**src/hdl/tgs_pkg.sv**
```systemverilog
`default_nettype none
package tgs_pkg;

    localparam int S_DATA_W = 80;
    localparam int S_USER_W = 3;
    localparam int M_DATA_W = 24;
    localparam int M_USER_W = 2;
    localparam int CFG_IDX_W = 3;
    localparam int CFG_DATA_W = 7;
    localparam int SAMPLE_W = 16;
    localparam int POS_W = 16;

    localparam logic KIND_STORE = 1'b0;
    localparam logic KIND_QUERY = 1'b1;

    localparam logic [1:0] VOL_ELEV = 2'd0;
    localparam logic [1:0] VOL_PWAVE = 2'd1;
    localparam logic [1:0] VOL_SWAVE = 2'd2;

    localparam logic [1:0] STATUS_SAMPLED = 2'd0;
    localparam logic [1:0] STATUS_OUTSIDE = 2'd1;
    localparam logic [1:0] STATUS_STORED = 2'd2;

    localparam logic [CFG_IDX_W-1:0] CFG_ELEV_X = 3'd0;
    localparam logic [CFG_IDX_W-1:0] CFG_ELEV_Y = 3'd1;
    localparam logic [CFG_IDX_W-1:0] CFG_PWAVE_X = 3'd2;
    localparam logic [CFG_IDX_W-1:0] CFG_PWAVE_Y = 3'd3;
    localparam logic [CFG_IDX_W-1:0] CFG_SWAVE_X = 3'd4;
    localparam logic [CFG_IDX_W-1:0] CFG_SWAVE_Y = 3'd5;
    localparam logic [CFG_IDX_W-1:0] CFG_LAYERS = 3'd6;

    localparam int VAL_MAX = 8388607;
    localparam int VAL_MIN = -8388608;

    typedef struct packed {
        logic store;
        logic outside;
    } tgs_meta_t;

    typedef struct packed {
        logic [1:0] sel_x;
        logic [1:0] sel_y;
        logic [1:0] sel_z;
    } tgs_corner_t;

endpackage
`default_nettype wire

```
**src/hdl/tgs_coord.sv**
```systemverilog
`default_nettype none
module tgs_coord #(
    parameter int IW = 6,
    parameter int FRAC_BITS = 8
) (
    input  logic                              aclk,
    input  logic                              en,
    input  logic signed [tgs_pkg::POS_W-1:0]  pos,
    input  logic [IW:0]                       size,
    output logic [IW-1:0]                     idx0,
    output logic [IW-1:0]                     idx1,
    output logic signed [FRAC_BITS:0]         frac,
    output logic                              outside
);
    import tgs_pkg::*;

    localparam int MW = POS_W + 1;
    localparam int RW = POS_W + 2;
    localparam logic [RW-1:0] HALF = RW'(1) << (FRAC_BITS - 1);

    logic signed [MW-1:0] pos_ext;
    logic [MW-1:0]        mag;
    logic [RW-1:0]        rnd;
    logic [FRAC_BITS-1:0] mag_frac;
    logic [IW:0]          idx_inc;

    logic [IW-1:0]          t_reg;
    logic [IW:0]            size_reg;
    logic signed [FRAC_BITS:0] frac_reg;
    logic                   outside_reg;

    always_comb begin
        pos_ext = MW'(pos);
        mag = pos[POS_W-1] ? $unsigned(-pos_ext) : $unsigned(pos_ext);
        rnd = (RW'(mag) + HALF) >> FRAC_BITS;
        mag_frac = mag[FRAC_BITS-1:0];
    end

    always_ff @(posedge aclk) begin
        if (en) begin
            t_reg <= IW'(mag >> FRAC_BITS);
            size_reg <= size;
            frac_reg <= pos[POS_W-1] ? -$signed({1'b0, mag_frac}) : $signed({1'b0, mag_frac});
            outside_reg <= (pos[POS_W-1] && (rnd != '0)) || (rnd >= RW'(size));
        end
    end

    // Upper corner is clamped to the last cell of the grid.
    always_comb begin
        idx_inc = (IW+1)'(t_reg) + (IW+1)'(1);
        idx0 = t_reg;
        idx1 = (idx_inc >= size_reg) ? t_reg : IW'(idx_inc);
    end

    assign frac = frac_reg;
    assign outside = outside_reg;

endmodule
`default_nettype wire

```
**config.mk**
```make
export PLATFORM = sky130hd
export DESIGN_NAME = tgs_coord
export DESIGN_NICKNAME = d
export VERILOG_FILES = /design/src/hdl/tgs_pkg.sv /design/src/hdl/tgs_coord.sv
export SDC_FILE = /design/constraint.sdc
export NUM_CORES = 1
export LEC_CHECK = 0
export BUFFER_PORTS_ARGS = -buffer_cell sky130_fd_sc_hd__buf_2
export CAP_MARGIN = 20
export CORE_MARGIN = 5
export CORE_UTILIZATION = 45
export CTS_BUF_LIST = sky130_fd_sc_hd__clkbuf_4
export CTS_CLUSTER_DIAMETER = 150
export DETAILED_ROUTE_END_ITERATION = 6
export GPL_TIMING_DRIVEN = 0
export PLACE_DENSITY = 0.72
export SLEW_MARGIN = 10
export SYNTH_ARGS = -nofsm -noshare
export SYNTH_HDL_FRONTEND = slang
export SYNTH_SLANG_ARGS = --single-unit
```
**constraint.sdc**
```tcl
create_clock -name aclk -period 3.1 [get_ports aclk]
set_input_delay 0.155 -clock aclk [delete_from_list [all_inputs] [get_ports aclk]]
set_output_delay 0.155 -clock aclk [all_outputs]
set_load 0.05 [all_outputs]
```
==> results_dict.tcl <==
set metrics [dict create \
    relSlewSlack_pct 65.7 \
    ys_types 56 \
    power_frac_seq_pct 35.8 \
    arrival_ps 3110 \
    rsz0062_at_grt "yes" \
    fin_crit_ps 3060 \
    combPwrFrac_pct 51.7 \
    num_rows 26 \
    synth_area_leaders "edfxtp_1 30%, ha_1 9.8%, xnor2_1 5.3%" \
    area_delta_synth_final_pct 23.7 \
    layout.nets 347 \
    port_buffers 45 \
    grt_usage_pct 16.0 \
    synth_top_area_share_pct 30.0 \
    max_freq_mhz 327 \
    drc 0 \
    slew_violations 0 \
    die-area_mm2 0.00664 \
    critPathMaxFanout 8 \
    p_int_mw 0.622 \
    ys_ff_latch 23 \
    synth-edff-count 23 \
    min_path_type "primary input to register" \
    drive_gt1_share_pct 29.4 \
    peakVddDrop_mv 0.206 \
    synth_ff_type "edfxtp_1" \
    m1WireLength_um 2240 \
    fin_ws_ps 38.9 \
    clk_pin_slew_ps 130 \
    ys_seq_area_share_pct 30.0 \
    vias 2023 \
    end_kind "register" \
    cts_root_buffer "clkbuf_4" \
    drt_pass1_iterations 4 \
    nFillCells 453 \
    drt-total-wl_um 5110 \
    drv_cap 0 \
    hold_ws_ps 28.3 \
    routed_via_density 5.42 \
    die_w_um 81.5 \
    overflow 0 \
    max_slew.worst_pin.slew_ps 513 \
    crit_required_ps 3140 \
    powerDensity_mw_per_mm2 383 \
    yosysWarningCount 0 \
    initial_core_util_pct 45.6 \
    ys_async_sr_fraction_pct 0 \
    synthesis.nets 294 \
    grt_pass1_vias 1937 \
    finalHoldViolCount 0 \
    syn_area_per_cell_um2 9.16 \
    critPathKind "primary input to register" \
    cts_made_buffers 3 \
    clk_path_buf_depth 2 \
    synthCells 251 \
    clockPowerShare_pct 12.5 \
    fin_crit_sh_pct 98.7 \
    p_leak_nw 1.21 \
    clock-sinks 23 \
    tritoncts "done" \
    route.top_layer_used "met4" \
    syn-cell-area_mm2 0.00230 \
    antenna_found_initial 0 \
    wl_met3_um 216 \
    core_area_mm2 0.00504 \
    switching_share_pct 42.9 \
    dp_slack_ps -539 \
    setup-violations-final 0 \
    crit_path_start_kind "primary input" \
    io_pins 47 \
    largest_reg_flops 9 \
    dp_hpwl_um 4180 \
    grt_pass1_wl_um 8580 \
    p_sw_mw 0.468 \
    cts_max_level 1 \
    antenna_cells 0 \
    grt_max_degree 24 \
    synth_area_leader_cell "edfxtp_1" \
    wire_per_inst_um 13.7 \
    die-height_um 81.5 \
    status "finished clean" \
    drt_iter0_drc 66 \
    place_congestion 0.822 \
    antenna_left 0 \
    wl_met2_um 2580 \
]
[metal layers]
metal	track usage [%]	vias up
met5	0	-
met4	4.22	0
met3	0.987	6
met2	29.4	53
met1	20.1	926
li1	-	1038
[layout make-up]
type	instances	area, um^2	area share (%)
plain buffers	11	81.3	2.86
clock buffers	3	22.5	0.792
clock inverters	1	7.51	0.264
inverters	28	134	4.71
multi-input cells	187	1550	54.4
flip-flops and latches	23	691	24.3
well taps	70	87.6	3.08
repair buffers	50	274	9.63
[path summary, 6_finish.rpt]
path	start	end	slack [ps]	cells after the start
min	size[1]	size_reg[1]	30	1
max	pos[1]	outside	40	17
[cells by family after synthesis]
family                   after synthesis  share of synthesized area, %
multiplexers                           1                         0.436
buffers and inverters                 41                          8.33
XOR/XNOR                              25                          9.85
AO/OA/AOI/OAI                         69                          23.4
AND/OR/NAND/NOR                       74                          18.1
adder cells (fa/ha/maj)               18                          9.80
flip-flops                            23                          30.0
[per-stage QoR]
stage / power (mW) / TNS (ps) / util (%) / cell area, um^2 / cells
after floorplan: 0.797 / -57.1 / - / 2420 / 251
after global placement: 0.911 / -495 / 54.3 / 2740 / 366
after detailed placement: 0.924 / -539 / 54.3 / 2740 / 366
after CTS: 1.08 / 0 / 55.6 / 2800 / 373
after global routing: 1.15 / -98.8 / 56.4 / 2840 / 373
final: 1.09 / 0 / 56.4 / 2840 / 373
[power by group through the flow]
stage               Combinational (mW)  Clock, mW  Sequential (mW)
floorplan                        0.323          0            0.473
global placement                 0.514          0            0.397
detailed placement               0.527          0            0.398
CTS                              0.549      0.138            0.389
global route                     0.610      0.151            0.394
finish                           0.564      0.136            0.390
[synthesized netlist by cell type, drive strengths merged (6+ instances only)]
master,n
a21o,10
a21oi,11
buf,7
clkbuf,6
edfxtp,23
ha,18
inv,28
nand2,17
nand3,9
nor2,9
nor3,8
o211ai,8
o21ai,7
o31ai,9
or3,6
xnor2,14
xor2,11
[cells in the final DEF, fill, tap and decap left out, types with 8 or more instances in the layout]
cell type	count
o211ai_1	8
edfxtp_1	23
a21oi_1	8
xor2_1	9
buf_2	44
buf_4	8
xnor2_1	14
nor2_1	8
nand3_1	9
a21o_1	10
inv_1	24
ha_1	16
nand2_1	17
[worst max-delay path: stages]
cell,delay (ps)
buf_4,150
inv_12,50
ha_4,170
or4b_4,470
o211a_1,250
nor2_2,90
inv_2,60
ha_4,180
o31ai_4,200
inv_1,70
ha_1,280
a21o_1,190
a21o_1,150
a21o_1,160
a211o_1,260
a21oi_2,110
nand3_1,100
[timing repair]
| action | CTS | global route |
|---|---|---|
| gates resized for setup | 10 | 8 |
| endpoints found under the hold margin | 0 | 0 |
| pin swaps | 8 | 2 |
| endpoints found under the setup margin | 3 | 7 |
| setup buffers | 4 | 1 |
| hold buffers | 0 | 0 |
(Power assumes the default switching activity.)
